File: src/hdl/c8x_pkg.sv
// ----------------------------------------------------------------------------
// c8x_pkg
// Shared types and constants of the CHIP-8 instruction execute unit.
// ----------------------------------------------------------------------------
package c8x_pkg;

  localparam int STACK_DEPTH = 16;
  localparam int LEVEL_W     = $clog2(STACK_DEPTH + 1);
  localparam int STACK_AW    = $clog2(STACK_DEPTH);
  localparam int REG_COUNT   = 16;
  localparam int REG_AW      = $clog2(REG_COUNT);
  localparam int ADDR_W      = 12;

  localparam logic [ADDR_W-1:0] PC_RESET  = 12'h200;
  localparam logic [REG_AW-1:0] FLAG_REG  = 4'hF;
  localparam logic [15:0]       OPC_CLS   = 16'h00E0;
  localparam logic [15:0]       OPC_RET   = 16'h00EE;
  localparam logic [7:0]        KK_LD_VX_DT = 8'h07;
  localparam logic [7:0]        KK_LD_DT_VX = 8'h15;

  // Top nibble of the instruction word
  typedef enum logic [3:0] {
    OP_SYS   = 4'h0,
    OP_JP    = 4'h1,
    OP_CALL  = 4'h2,
    OP_SE_K  = 4'h3,
    OP_SNE_K = 4'h4,
    OP_SE_V  = 4'h5,
    OP_LD_K  = 4'h6,
    OP_ADD_K = 4'h7,
    OP_ALU   = 4'h8,
    OP_SNE_V = 4'h9,
    OP_LD_I  = 4'hA,
    OP_JP_V0 = 4'hB,
    OP_RND   = 4'hC,
    OP_DRW   = 4'hD,
    OP_KEY   = 4'hE,
    OP_MISC  = 4'hF
  } op_major_t;

  // Low nibble of 8xyn
  typedef enum logic [3:0] {
    ALU_LD   = 4'h0,
    ALU_OR   = 4'h1,
    ALU_AND  = 4'h2,
    ALU_XOR  = 4'h3,
    ALU_ADD  = 4'h4,
    ALU_SUB  = 4'h5,
    ALU_SHR  = 4'h6,
    ALU_SUBN = 4'h7,
    ALU_SHL  = 4'hE
  } alu_op_t;

  typedef struct packed {
    logic [ADDR_W-1:0] next_pc;
    logic              clear_screen;
    logic              draw_request;
    logic [7:0]        draw_x;
    logic [7:0]        draw_y;
    logic [3:0]        draw_rows;
    logic [ADDR_W-1:0] sprite_address;
    logic              stack_fault;
    logic              unknown_opcode;
  } out_item_t;

  // State updates and result of one executed instruction
  typedef struct packed {
    logic              vx_we;
    logic [7:0]        vx_data;
    logic              vf_we;
    logic [7:0]        vf_data;
    logic              index_we;
    logic              delay_we;
    logic              push;
    logic              pop;
    out_item_t         res;
  } exec_t;

endpackage

File: src/hdl/c8x_in_if.sv
// ----------------------------------------------------------------------------
// c8x_in_if
// Instruction channel: valid/ready with opcode and random byte.
// ----------------------------------------------------------------------------
interface c8x_in_if;
  logic        valid;
  logic        ready;
  logic [15:0] opcode;
  logic [7:0]  random_byte;

  modport source (output valid, output opcode, output random_byte, input ready);
  modport sink   (input valid, input opcode, input random_byte, output ready);
endinterface

File: src/hdl/c8x_out_if.sv
// ----------------------------------------------------------------------------
// c8x_out_if
// Result channel: valid/ready with next PC and request flags.
// ----------------------------------------------------------------------------
interface c8x_out_if;
  logic        valid;
  logic        ready;
  logic [11:0] next_pc;
  logic        clear_screen;
  logic        draw_request;
  logic [7:0]  draw_x;
  logic [7:0]  draw_y;
  logic [3:0]  draw_rows;
  logic [11:0] sprite_address;
  logic        stack_fault;
  logic        unknown_opcode;

  modport source (
    output valid, output next_pc, output clear_screen, output draw_request,
    output draw_x, output draw_y, output draw_rows, output sprite_address,
    output stack_fault, output unknown_opcode, input ready
  );
  modport sink (
    input valid, input next_pc, input clear_screen, input draw_request,
    input draw_x, input draw_y, input draw_rows, input sprite_address,
    input stack_fault, input unknown_opcode, output ready
  );
endinterface

File: src/hdl/c8x_regfile.sv
// ----------------------------------------------------------------------------
// c8x_regfile
// V0-VF: two registered read ports, one write port, write-to-read bypass.
// ----------------------------------------------------------------------------
module c8x_regfile
  import c8x_pkg::*;
(
  input  logic              clk,
  input  logic              rst,
  input  logic              re,
  input  logic [REG_AW-1:0] raddr_a,
  input  logic [REG_AW-1:0] raddr_b,
  output logic [7:0]        rdata_a,
  output logic [7:0]        rdata_b,
  input  logic              we,
  input  logic [REG_AW-1:0] waddr,
  input  logic [7:0]        wdata
);

  logic [7:0]           mem [REG_COUNT];
  logic [REG_COUNT-1:0] written;

  always_ff @(posedge clk) begin
    if (we) begin
      mem[waddr] <= wdata;
    end
  end

  // unwritten entries read as zero after reset
  always_ff @(posedge clk) begin
    if (rst) begin
      written <= '0;
    end else if (we) begin
      written[waddr] <= 1'b1;
    end
  end

  always_ff @(posedge clk) begin
    if (re) begin
      if (we && waddr == raddr_a) begin
        rdata_a <= wdata;
      end else begin
        rdata_a <= written[raddr_a] ? mem[raddr_a] : 8'h00;
      end
      if (we && waddr == raddr_b) begin
        rdata_b <= wdata;
      end else begin
        rdata_b <= written[raddr_b] ? mem[raddr_b] : 8'h00;
      end
    end
  end

endmodule

File: src/hdl/c8x_stack.sv
// ----------------------------------------------------------------------------
// c8x_stack
// Call stack storage: one write port, one registered read port.
// ----------------------------------------------------------------------------
module c8x_stack
  import c8x_pkg::*;
(
  input  logic                clk,
  input  logic                re,
  input  logic [STACK_AW-1:0] raddr,
  output logic [ADDR_W-1:0]   rdata,
  input  logic                we,
  input  logic [STACK_AW-1:0] waddr,
  input  logic [ADDR_W-1:0]   wdata
);

  logic [ADDR_W-1:0] mem [STACK_DEPTH];

  always_ff @(posedge clk) begin
    if (we) begin
      mem[waddr] <= wdata;
    end
  end

  always_ff @(posedge clk) begin
    if (re) begin
      rdata <= mem[raddr];
    end
  end

endmodule

File: src/hdl/c8x_exec.sv
// ----------------------------------------------------------------------------
// c8x_exec
// Instruction decode and execute: state updates and result of one opcode.
// ----------------------------------------------------------------------------
module c8x_exec
  import c8x_pkg::*;
(
  input  logic [15:0]        opcode,
  input  logic [7:0]         random_byte,
  input  logic [7:0]         vx,
  input  logic [7:0]         vy,
  input  logic [ADDR_W-1:0]  pc,
  input  logic [ADDR_W-1:0]  index,
  input  logic [7:0]         delay,
  input  logic [LEVEL_W-1:0] level,
  input  logic [ADDR_W-1:0]  stack_top,
  output exec_t              ex
);

  logic [7:0]        kk;
  logic [ADDR_W-1:0] nnn;
  logic [3:0]        n;
  logic [8:0]        sum9;

  assign kk   = opcode[7:0];
  assign nnn  = opcode[11:0];
  assign n    = opcode[3:0];
  assign sum9 = {1'b0, vx} + {1'b0, vy};

  always_comb begin
    logic jump;
    logic skip;
    logic ret_ok;
    ex     = '0;
    jump   = 1'b0;
    skip   = 1'b0;
    ret_ok = 1'b0;
    ex.res.next_pc = nnn;
    unique case (op_major_t'(opcode[15:12]))
      OP_SYS: begin
        if (opcode == OPC_CLS) begin
          ex.res.clear_screen = 1'b1;
        end else if (opcode == OPC_RET) begin
          if (level == '0) begin
            ex.res.stack_fault = 1'b1;
          end else begin
            ex.pop = 1'b1;
            ret_ok = 1'b1;
          end
        end else begin
          ex.res.unknown_opcode = 1'b1;
        end
      end
      OP_JP: jump = 1'b1;
      OP_CALL: begin
        if (level >= LEVEL_W'(STACK_DEPTH)) begin
          ex.res.stack_fault = 1'b1;
        end else begin
          ex.push = 1'b1;
          jump    = 1'b1;
        end
      end
      OP_SE_K:  skip = (vx == kk);
      OP_SNE_K: skip = (vx != kk);
      OP_SE_V:  skip = (vx == vy);
      OP_SNE_V: skip = (vx != vy);
      OP_LD_K: begin
        ex.vx_we = 1'b1;
        ex.vx_data = kk;
      end
      OP_ADD_K: begin
        ex.vx_we = 1'b1;
        ex.vx_data = vx + kk;
      end
      OP_ALU: begin
        ex.vx_we = 1'b1;
        unique case (n)
          ALU_LD:  ex.vx_data = vy;
          ALU_OR:  ex.vx_data = vx | vy;
          ALU_AND: ex.vx_data = vx & vy;
          ALU_XOR: ex.vx_data = vx ^ vy;
          ALU_ADD: begin
            ex.vx_data = sum9[7:0];
            ex.vf_we   = 1'b1;
            ex.vf_data = {7'd0, sum9[8]};
          end
          ALU_SUB: begin
            ex.vx_data = vx - vy;
            ex.vf_we   = 1'b1;
            ex.vf_data = {7'd0, vx > vy};
          end
          ALU_SHR: begin
            ex.vx_data = {1'b0, vx[7:1]};
            ex.vf_we   = 1'b1;
            ex.vf_data = {7'd0, vx[0]};
          end
          ALU_SUBN: begin
            ex.vx_data = vy - vx;
            ex.vf_we   = 1'b1;
            ex.vf_data = {7'd0, vy > vx};
          end
          ALU_SHL: begin
            ex.vx_data = {vx[6:0], 1'b0};
            ex.vf_we   = 1'b1;
            ex.vf_data = {7'd0, vx[7]};
          end
          default: begin
            ex.vx_we = 1'b0;
            ex.res.unknown_opcode = 1'b1;
          end
        endcase
      end
      OP_LD_I: ex.index_we = 1'b1;
      OP_JP_V0: begin
        // the x read port carries V0 for this opcode
        jump = 1'b1;
        ex.res.next_pc = nnn + {4'd0, vx};
      end
      OP_RND: begin
        ex.vx_we = 1'b1;
        ex.vx_data = random_byte & kk;
      end
      OP_DRW: begin
        ex.res.draw_request   = 1'b1;
        ex.res.draw_x         = vx;
        ex.res.draw_y         = vy;
        ex.res.draw_rows      = n;
        ex.res.sprite_address = index;
        ex.vf_we   = 1'b1;
        ex.vf_data = 8'h00;
      end
      OP_KEY: ex.res.unknown_opcode = 1'b1;
      OP_MISC: begin
        if (kk == KK_LD_VX_DT) begin
          ex.vx_we = 1'b1;
          ex.vx_data = delay;
        end else if (kk == KK_LD_DT_VX) begin
          ex.delay_we = 1'b1;
        end else begin
          ex.res.unknown_opcode = 1'b1;
        end
      end
      default: ex.res.unknown_opcode = 1'b1;
    endcase
    if (!jump) begin
      ex.res.next_pc = (ret_ok ? stack_top : pc) + (skip ? 12'd4 : 12'd2);
    end
  end

endmodule

File: src/hdl/chip8_instruction_execute_unit.sv
// ----------------------------------------------------------------------------
// chip8_instruction_execute_unit
// Executes one CHIP-8 instruction per transaction against V0-VF, I, PC,
// the call stack and the delay timer; returns next PC and request flags.
// ----------------------------------------------------------------------------
//  channel  | modport | payload
//  ---------+---------+--------------------------------------------------
//  in_ch    | sink    | opcode[15:0], random_byte[7:0]
//  out_ch   | source  | next_pc, clear_screen, draw_request, draw_x,
//           |         | draw_y, draw_rows, sprite_address, stack_fault,
//           |         | unknown_opcode
//
// Steps: accept reads Vx/Vy from the register file and the stack top from
//   stack memory; execute then runs the opcode and writes Vx. The VF write
//   lands in the following cycle, which is the next instruction's earliest
//   read cycle; the register file bypasses it to that read.
// Reset: synchronous on rst. V0-VF read as zero through per-entry written
//   bits, so there is no clearing pass; stack contents stay undefined.
// Stalls: results sit in an output register. A new instruction is taken
//   while a result waits; execute holds only if the output register is
//   still full when its result is ready.
// ----------------------------------------------------------------------------
module chip8_instruction_execute_unit
  import c8x_pkg::*;
(
  input  logic       clk,
  input  logic       rst,
  c8x_in_if.sink     in_ch,
  c8x_out_if.source  out_ch
);

  // pipeline control
  logic               in_fire;
  logic               ex_valid;
  logic               ex_fire;
  logic               out_valid;
  out_item_t          out_q;

  // instruction held for execute
  logic [15:0]        op_q;
  logic [7:0]         rnd_q;

  // architectural registers outside the memories
  logic [ADDR_W-1:0]  pc;
  logic [ADDR_W-1:0]  index;
  logic [7:0]         delay;
  logic [LEVEL_W-1:0] level;
  logic [LEVEL_W-1:0] level_next;
  logic [LEVEL_W-1:0] level_dec;

  // deferred VF write
  logic               vf_pend;
  logic [7:0]         vf_data_q;

  // memory ports
  logic [REG_AW-1:0]  raddr_a;
  logic [7:0]         vx;
  logic [7:0]         vy;
  logic               rf_we;
  logic [REG_AW-1:0]  rf_waddr;
  logic [7:0]         rf_wdata;
  logic [ADDR_W-1:0]  stack_top;

  exec_t              ex;

  assign in_ch.ready = !ex_valid;
  assign in_fire     = in_ch.valid && in_ch.ready;
  assign ex_fire     = ex_valid && (!out_valid || out_ch.ready);

  // JP V0 reads V0 on the x port
  assign raddr_a   = (op_major_t'(in_ch.opcode[15:12]) == OP_JP_V0) ? '0
                                                                  : in_ch.opcode[11:8];
  assign level_dec = level - LEVEL_W'(1);

  // Vx write in execute cycle, VF write the cycle after
  assign rf_we    = (ex_fire && ex.vx_we) || vf_pend;
  assign rf_waddr = vf_pend ? FLAG_REG : op_q[11:8];
  assign rf_wdata = vf_pend ? vf_data_q : ex.vx_data;

  c8x_regfile u_regfile (
    .clk     (clk),
    .rst     (rst),
    .re      (in_fire),
    .raddr_a (raddr_a),
    .raddr_b (in_ch.opcode[7:4]),
    .rdata_a (vx),
    .rdata_b (vy),
    .we      (rf_we),
    .waddr   (rf_waddr),
    .wdata   (rf_wdata)
  );

  // read the entry below the level; a wrapped address on an empty stack is
  // never used since RET then faults
  c8x_stack u_stack (
    .clk   (clk),
    .re    (in_fire),
    .raddr (level_dec[STACK_AW-1:0]),
    .rdata (stack_top),
    .we    (ex_fire && ex.push),
    .waddr (level[STACK_AW-1:0]),
    .wdata (pc)
  );

  c8x_exec u_exec (
    .opcode      (op_q),
    .random_byte (rnd_q),
    .vx          (vx),
    .vy          (vy),
    .pc          (pc),
    .index       (index),
    .delay       (delay),
    .level       (level),
    .stack_top   (stack_top),
    .ex          (ex)
  );

  always_comb begin
    level_next = level;
    if (ex.push) begin
      level_next = level + LEVEL_W'(1);
    end else if (ex.pop) begin
      level_next = level_dec;
    end
  end

  // instruction capture
  always_ff @(posedge clk) begin
    if (in_fire) begin
      op_q  <= in_ch.opcode;
      rnd_q <= in_ch.random_byte;
    end
  end

  always_ff @(posedge clk) begin
    if (rst) begin
      ex_valid <= 1'b0;
    end else if (in_fire) begin
      ex_valid <= 1'b1;
    end else if (ex_fire) begin
      ex_valid <= 1'b0;
    end
  end

  // architectural state
  always_ff @(posedge clk) begin
    if (rst) begin
      pc      <= PC_RESET;
      index   <= '0;
      delay   <= '0;
      level   <= '0;
      vf_pend <= 1'b0;
    end else begin
      vf_pend <= ex_fire && ex.vf_we;
      if (ex_fire) begin
        pc    <= ex.res.next_pc;
        level <= level_next;
        if (ex.index_we) begin
          index <= op_q[11:0];
        end
        if (ex.delay_we) begin
          delay <= vx;
        end
      end
    end
  end

  always_ff @(posedge clk) begin
    if (ex_fire) begin
      vf_data_q <= ex.vf_data;
    end
  end

  // output register
  always_ff @(posedge clk) begin
    if (rst) begin
      out_valid <= 1'b0;
    end else if (ex_fire) begin
      out_valid <= 1'b1;
    end else if (out_ch.ready) begin
      out_valid <= 1'b0;
    end
  end

  always_ff @(posedge clk) begin
    if (ex_fire) begin
      out_q <= ex.res;
    end
  end

  assign out_ch.valid          = out_valid;
  assign out_ch.next_pc        = out_q.next_pc;
  assign out_ch.clear_screen   = out_q.clear_screen;
  assign out_ch.draw_request   = out_q.draw_request;
  assign out_ch.draw_x         = out_q.draw_x;
  assign out_ch.draw_y         = out_q.draw_y;
  assign out_ch.draw_rows      = out_q.draw_rows;
  assign out_ch.sprite_address = out_q.sprite_address;
  assign out_ch.stack_fault    = out_q.stack_fault;
  assign out_ch.unknown_opcode = out_q.unknown_opcode;

  // VF write-back never competes with an execute for the write port
  a_vf_port_free: assert property (@(posedge clk) disable iff (rst)
    !(vf_pend && ex_fire))
    else $error("VF write overlaps execute");

  // a pending VF write comes only from the instruction executed just before
  a_vf_after_exec: assert property (@(posedge clk) disable iff (rst)
    vf_pend |-> $past(ex_fire))
    else $error("VF write without preceding execute");

  a_level_bound: assert property (@(posedge clk) disable iff (rst)
    level <= LEVEL_W'(STACK_DEPTH))
    else $error("stack level beyond depth");

  a_result_loaded: assert property (@(posedge clk) disable iff (rst)
    ex_fire |=> out_valid)
    else $error("executed instruction produced no result");

  // an accepted instruction executes before the next is taken
  a_one_in_flight: assert property (@(posedge clk) disable iff (rst)
    in_fire |=> ex_valid && !in_ch.ready)
    else $error("instruction accepted while another is pending");

endmodule
File: src/flat_wrapper.sv
// flat-port wrapper written by rule: the top's interface ports become plain ports
module chip8_instruction_execute_unit_flat import c8x_pkg::*;
  (clk, rst, in_ch_valid, in_ch_opcode, in_ch_random_byte, in_ch_ready, out_ch_valid, out_ch_next_pc, out_ch_clear_screen, out_ch_draw_request, out_ch_draw_x, out_ch_draw_y, out_ch_draw_rows, out_ch_sprite_address, out_ch_stack_fault, out_ch_unknown_opcode, out_ch_ready);
  c8x_in_if in_ch_i ();
  c8x_out_if out_ch_i ();
  input  logic clk;
  input  logic rst;
  input wire logic [$bits(in_ch_i.valid)-1:0] in_ch_valid;
  input wire logic [$bits(in_ch_i.opcode)-1:0] in_ch_opcode;
  input wire logic [$bits(in_ch_i.random_byte)-1:0] in_ch_random_byte;
  output wire logic [$bits(in_ch_i.ready)-1:0] in_ch_ready;
  output wire logic [$bits(out_ch_i.valid)-1:0] out_ch_valid;
  output wire logic [$bits(out_ch_i.next_pc)-1:0] out_ch_next_pc;
  output wire logic [$bits(out_ch_i.clear_screen)-1:0] out_ch_clear_screen;
  output wire logic [$bits(out_ch_i.draw_request)-1:0] out_ch_draw_request;
  output wire logic [$bits(out_ch_i.draw_x)-1:0] out_ch_draw_x;
  output wire logic [$bits(out_ch_i.draw_y)-1:0] out_ch_draw_y;
  output wire logic [$bits(out_ch_i.draw_rows)-1:0] out_ch_draw_rows;
  output wire logic [$bits(out_ch_i.sprite_address)-1:0] out_ch_sprite_address;
  output wire logic [$bits(out_ch_i.stack_fault)-1:0] out_ch_stack_fault;
  output wire logic [$bits(out_ch_i.unknown_opcode)-1:0] out_ch_unknown_opcode;
  input wire logic [$bits(out_ch_i.ready)-1:0] out_ch_ready;
  assign in_ch_i.valid = in_ch_valid;
  assign in_ch_i.opcode = in_ch_opcode;
  assign in_ch_i.random_byte = in_ch_random_byte;
  assign in_ch_ready = in_ch_i.ready;
  assign out_ch_valid = out_ch_i.valid;
  assign out_ch_next_pc = out_ch_i.next_pc;
  assign out_ch_clear_screen = out_ch_i.clear_screen;
  assign out_ch_draw_request = out_ch_i.draw_request;
  assign out_ch_draw_x = out_ch_i.draw_x;
  assign out_ch_draw_y = out_ch_i.draw_y;
  assign out_ch_draw_rows = out_ch_i.draw_rows;
  assign out_ch_sprite_address = out_ch_i.sprite_address;
  assign out_ch_stack_fault = out_ch_i.stack_fault;
  assign out_ch_unknown_opcode = out_ch_i.unknown_opcode;
  assign out_ch_i.ready = out_ch_ready;
  chip8_instruction_execute_unit u_core (.clk(clk), .rst(rst), .in_ch(in_ch_i), .out_ch(out_ch_i));
endmodule
File: config.mk
export PLATFORM = sky130hd
export DESIGN_NAME = chip8_instruction_execute_unit_flat
export DESIGN_NICKNAME = d
export VERILOG_FILES = /design/src/hdl/c8x_pkg.sv /design/src/hdl/c8x_in_if.sv /design/src/hdl/c8x_out_if.sv /design/src/hdl/c8x_regfile.sv /design/src/hdl/c8x_stack.sv /design/src/hdl/c8x_exec.sv /design/src/hdl/chip8_instruction_execute_unit.sv /design/src/flat_wrapper.sv
export SDC_FILE = /design/constraint.sdc
export NUM_CORES = 1
export LEC_CHECK = 0
export ABC_AREA = 1
export ABC_CLOCK_PERIOD_IN_PS = 10440
export BUFFER_PORTS_ARGS = -buffer_cell sky130_fd_sc_hd__buf_4
export CORE_ASPECT_RATIO = 0.8
export CORE_UTILIZATION = 30
export DETAILED_ROUTE_END_ITERATION = 12
export PLACE_DENSITY = 0.55
export SYNTH_ARGS = -nofsm -noshare
export SYNTH_HDL_FRONTEND = slang
export SYNTH_SLANG_ARGS = --single-unit
File: constraint.sdc
create_clock -name clk -period 10.44 [get_ports clk]
set_clock_uncertainty 0.1 [all_clocks]
set_input_delay 2.088 -clock clk [delete_from_list [all_inputs] [get_ports clk]]
set_output_delay 2.088 -clock clk [all_outputs]
set_load 0.02 [all_outputs]
### Word level (Yosys, flattened, before mapping)

Memory sizes are Yosys's and may differ from the RTL's. A register that Yosys moved wholly into a read port is not among the register bits.
Cells that the tools add are included.

| operators by class | value |
|---|---|
| order comparisons | 7 |
| bitwise gates (word level) | 5 |
| equality and inequality tests | 34 |
| muxes and demuxes | 57 |
| reduce and logical (&&, ||, !) cells | 23 |
| $add $sub $neg | 8 |

Operators by type and width:

| operator | count |
|---|---|
| 9-bit one-hot mux with 5 select lines | 2 |
| 8-bit one-hot mux with 9 select lines | 1 |
| 4-bit == test, second input constant | 10 |
| 8-bit two-way mux | 5 |
| 12-bit two-way mux | 3 |
| 33-bit two-way mux | 1 |
| 16-bit by 8-bit == test with 1-bit output, second input constant | 2 |
| 4-bit by 3-bit == test with 1-bit output, second input constant | 8 |
| 1-bit two-way mux | 30 |
| 9-bit one-hot mux with 2 select lines | 1 |
| 8-bit bitwise AND | 2 |
| 4-bit by 2-bit == test with 1-bit output, second input constant | 4 |
| 8-bit == test | 2 |
| 8-bit greater-than comparator | 2 |
| 8-bit != test | 2 |
| 16-bit bitwise OR | 1 |
| 8-bit subtractor | 2 |
| 4-bit by 5-bit < comparator with 1-bit output, second input constant | 3 |
| 12-bit by 3-bit adder with 12-bit output | 1 |
| 12-bit by 8-bit adder with 12-bit output | 1 |
| 5-bit two-way mux | 2 |
| 8-bit by 8-bit adder with 9-bit output | 1 |
| 9-bit two-way mux | 1 |
| 9-bit OR reduction | 1 |
| other kinds (26) | 46 |

| word-level totals | value |
|---|---|
| memories kept | 2 |
| output and inout bits | 50 |
| flip-flop bits (word level) | 152 |
| word-level logic and storage cells | 158 |
| memory bits (writable) | 320 |
| input port bits | 28 |

Memories:

| memory | words | bits a word | read ports | clocked after memory_dff | wr ports | RTL line | RTL |
|---|---|---|---|---|---|---|---|
| u_core.u_stack.mem | 16 | 12 | 1 | 1 | 1 | c8x_stack.sv:17 | `logic [ADDR_W-1:0] mem [STACK_DEPTH];` |
| u_core.u_regfile.mem | 16 | 8 | 2 | 0 | 1 | c8x_regfile.sv:20 | `logic [7:0] mem [REG_COUNT];` |

### Depth between registers and ports, before layout

| depth | value |
|---|---|
| word-level depth | 8 |
| gate-level depth with buffers | 22 |
| gate-level depth less buffers | 21 |

### By module

Synthesis repeated with hierarchy kept, for this count alone.

| second synthesis, totals | value |
|---|---|
| cell total of the unflattened synthesis | 2883 |
| area total of the unflattened synthesis | 24991.5 µm² |

By module, submodules not included:

| module | area an instance (µm²) | cells an instance | instances | sequential area each (µm²) |
|---|---|---|---|---|
| c8x_stack | 8682.1 | 813 | 1 | 6125.9 |
| c8x_regfile | 8540.7 | 1057 | 1 | 4644.5 |
| chip8_instruction_execute_unit | 4206.5 | 336 | 1 | 3203.1 |
| c8x_exec | 3562.2 | 677 | 1 | 0.0 |

### Worst setup path after synthesis

OpenSTA, ideal clock, no wires.

| timing path | value |
|---|---|
| path kind | input to register |
| start point | input in_ch_valid |
| end point | register u_core.op_q[0], enable pin |
| stages | 2 |
| setup slack | 5.548 ns |
| arrival | 4.328 ns |
| library setup time | 0.463 ns |
| path buffers | 0 |
| required time | 9.877 ns |
| cells stage by stage | inv_1 nor2_1 |

| between the ends | value |
|---|---|
| longest elaborated chain between the ends | 1 |

Ends and longest elaborated chain:

| element | RTL line | RTL |
|---|---|---|
| start: declaration | flat_wrapper.sv:8 | `input wire logic [$bits(in_ch_i.valid)-1:0] in_ch_valid;` |
| 1-bit logical AND | chip8_instruction_execute_unit.sv:67 | `assign in_fire = in_ch.valid && in_ch.ready;` |
| net u_core.in_fire | chip8_instruction_execute_unit.sv:33 | `logic in_fire;` |
| end signal: assignment | chip8_instruction_execute_unit.sv:130 | `op_q <= in_ch.opcode;` |
| end: declaration | chip8_instruction_execute_unit.sv:40 | `logic [15:0] op_q;` |

The timed path passes the listed nets, and every way through them passes these cells.
A chain may end at the register's enable or synchronous reset.

==> results.yml <==
run_status:
  status: "complete, no violations"
cells_and_area:
  fill_cells: 7549
  regArea_um2: 13800
  syn_to_final_growth_pct: 14.7
  multi_input_area_um2: 8020
  finalNetCount: 2459
  diodes: 0
  final_core_util_pct: 35.0
  layout-drive-gt1-share_pct: 10.7
worst_setup_path:
  crit_buf_inv: 4
  slowest_delay_ns: 0.65
  end_kind: "register"
  reg2reg_depth: 14
  crit_start: "u_core.u_regfile.rdata_a[2]$_DFFE_PP_"
  slowest_stage: "o21ai_0"
  critical_path.cell_chain: "inv_1 -> ha_1 -> inv_1 -> nand2_1 -> nor3_1 -> nand3_1 -> nand2_1 -> nand2_1 -> o21ai_0 -> inv_1 -> ha_1 -> fa_1 -> o21ai_0 -> inv_1"
  crit_family: "adder cells"
  crit_required_ns: 10.68
  cp-start-kind: "register"
  path_class: "reg2reg"
  reg2reg_slack_ns: 5.75
  crit_fanout: 10
  rr_endpoint: "u_core.out_ch.next_pc[2]$_DFFE_PP_"
  path_common_cell: "inv_1"
  r2r_start: "u_core.u_regfile.rdata_a[2]$_DFFE_PP_"
  critPathArrivalTime_ns: 4.93
cts:
  worstSkewPairLatency_ns: 0.63
  clockBufferDepth: 3
  cts_tree: "built"
  root_buffer: "clkbuf_16"
  cts_sinks: 477
  clk_pin_slew_ns: 0.07
  holdBufCountCts: 0
  cts_made_buffers: 50
  ctsResizeCount: 0
  htreeDepth: 2
  post-cts-setup-buffer-count: 0
synth:
  yosysMostFrequentCell: "edfxtp_1"
  synth_edf_count: 421
  syn_area_per_cell_um2: 9.91
  synth-adder-area-share_pct: 2.92
  synth_common_cells: "edfxtp_1 (421), nand2_1 (347), nor2_1 (286), inv_1 (237), o21ai_0 (226)"
  synthDominantCellAreaShare_pct: 54.7
  yosysWarnings: 0
  ys_ff_latch: 477
  synth_area_leaders: "edfxtp_1 (55%), nand2_1 (5.6%), o21ai_0 (4.9%)"
  async_flop_share_pct: 0
  synth_flop_cell: "edfxtp_1"
  netlist_instances: 2332
  synth_compound_area_share_pct: 14.7
  synth.distinct_cells: 55
  yosysSeqAreaShare_pct: 59.6
  netlist_area_um2: 23100
  synth.area.mux_share_pct: 0.563
  synth_top_family_by_area: "simple AND/OR/NAND/NOR gates"
  synth-simple-area-share_pct: 15.8
  synth_xor_area_share_pct: 0.531
  synthesis.nets: 2411
  post-synth-top-area-cell: "edfxtp_1"
routing:
  drt_iter0_markers: 2169
  ant_nets: 0
  drc_errors: 0
  drt_first_pass_iters: 6
  wl_mm: 72.9
  vias: 18000
  wire_per_inst_um: 21.2
  via_per_inst: 5.24
sta:
  setup_viol: 0
  final_max_slew_viol_count: 0
  hold_viol_final: 0
  finalSetupTns_ns: 0
  finalCritPeriodShare_pct: 44.9
  maxSlewHeadroom_pct: 23.1
  tightest_slew_ns: 1.15
  fmax_mhz: 213
  fin_crit_ns: 4.69
  rsz0062_at_grt: "no"
global_route:
  grt_pass1_vias: 17000
  grt_pass1_wl_mm: 109
  overflow: 0
  grt_max_degree: 108
  antenna_found_initial: 1
  grtUsageTotal_pct: 18.3
placement:
  place_hpwl_mm: 50.1
  gp_congestion: 0.967
  port_buffers: 77
power_and_ir_drop:
  p_leak_nw: 9.71
  power_density_nw_per_um2: 168
  total_power_mw: 4.46
  ir_drop_mv: 0.115
die:
  start_util_pct: 30.5
  core_um2: 75800
  die_area_um2: 78100
  rows: 90
  die_h_um: 250
  die_x_um: 312
  pin_count: 78
hold_path:
  holdCritStartpoint: "u_core.u_regfile.written[8]$_SDFFE_PP0P_"
  hold_path.class: "reg2reg"
  min_to: "u_core.u_regfile.written[8]$_SDFFE_PP0P_"
  hold_path_depth: 2
run:
  cap_viol_max_count: 0
logic make-up after synthesis:
logic type / Yosys count
buf+inv: 362
mux: 13
flops: 477
simple gates: 846
xor+xnor: 14
fa+ha+maj: 51
compound gates: 569
cells in the final DEF, fill, tap and decap left out, types with 10 or more instances in the layout:
master / instances
edfxtp_1: 421
nand2_1: 346
nor2_1: 282
inv_1: 236
o21ai_0: 226
nand3_1: 125
a21oi_1: 121
buf_4: 110
o211ai_1: 83
dfxtp_1: 55
clkbuf_16: 52
ha_1: 45
o32ai_1: 35
o22ai_1: 33
nand4_1: 23
o221ai_1: 20
a31oi_1: 15
nor3_1: 14
mux2i_1: 13
nand2_2: 12
a211oi_1: 12
inv_2: 10
xor2_1: 10
flip-flops by register name, indices dropped and copies added (netlist names), 4 cells and up:
name and flops:
u_core.out_ch.draw_y 8, u_core.out_ch.draw_x 8, u_core.index 12, u_core.out_ch.sprite_address 12, u_core.out_ch.next_pc 12, u_core.op_q 16, u_core.u_regfile.written 16, u_core.u_stack.mem 192
u_core.u_regfile.mem 128, u_core.u_stack.rdata 12, u_core.delay 8, u_core.u_regfile.rdata_a 8, u_core.pc 12, u_core.level 5, u_core.rnd_q 8, u_core.out_ch.draw_rows 4
u_core.u_regfile.rdata_b 8
how the worst max path moves through the flow:
stage	slack, ns	endpoint	cells after the start
finish	5.75	u_core.out_ch.next_pc[2]$_DFFE_PP_	14
global route	5.45	u_core.out_ch.next_pc[2]$_DFFE_PP_	14
CTS	5.83	u_core.out_ch.next_pc[2]$_DFFE_PP_	14
detailed placement	5.37	u_core.u_regfile.rdata_a[4]$_DFFE_PP_	13
global placement	5.50	u_core.u_regfile.rdata_a[0]$_DFFE_PP_	13
floorplan	5.55	u_core.op_q[0]$_DFFE_PP_	2
metal layers:
layer / GRT usage [%] / up-vias / share of wire (%)
met4: 4.73 / 2 / 1.9
met3: 3.33 / 89 / 8.8
met5: 0 / - / 0.012
li1: - / 8336 / -
met1: 28.6 / 8734 / 49
met2: 25.3 / 837 / 40
metrics by stage:
step	hold slack [ns]	area, um2	setup WS [ns]	std cells
2_1_floorplan	0.340	23100	5.55	2332
3_3_place_gp	0.358	24800	5.50	3340
3_5_place_dp	0.366	24800	5.37	3340
4_1_cts	0.377	26500	5.83	3434
5_1_grt	0.396	26500	5.45	3434
6_report	0.382	26500	5.75	3434
cell type report:
type | instances | share of cell area (%)
clock buffer | 62 | 5.16
clock inverter | 32 | 1.25
inverter | 248 | 3.51
multi-input combinational | 1493 | 30.2
sequential | 477 | 51.9
tap | 1012 | 4.78
timing repair buffer | 110 | 3.12
worst min-delay path, delay by kind of cell (launching register included):
family | cells | cell delay [ns]
AOI/OAI and AO/OA | 1 | 0.06
buffers and inverters | 1 | 0.06
DFF | 1 | 0.31
power breakdown:
group,internal [mW],switching [mW]
clock,1.04,0.795
combinational,0.129,0.332
sequential,2.12,0.0417
Power figures use the tool's default switching activity.
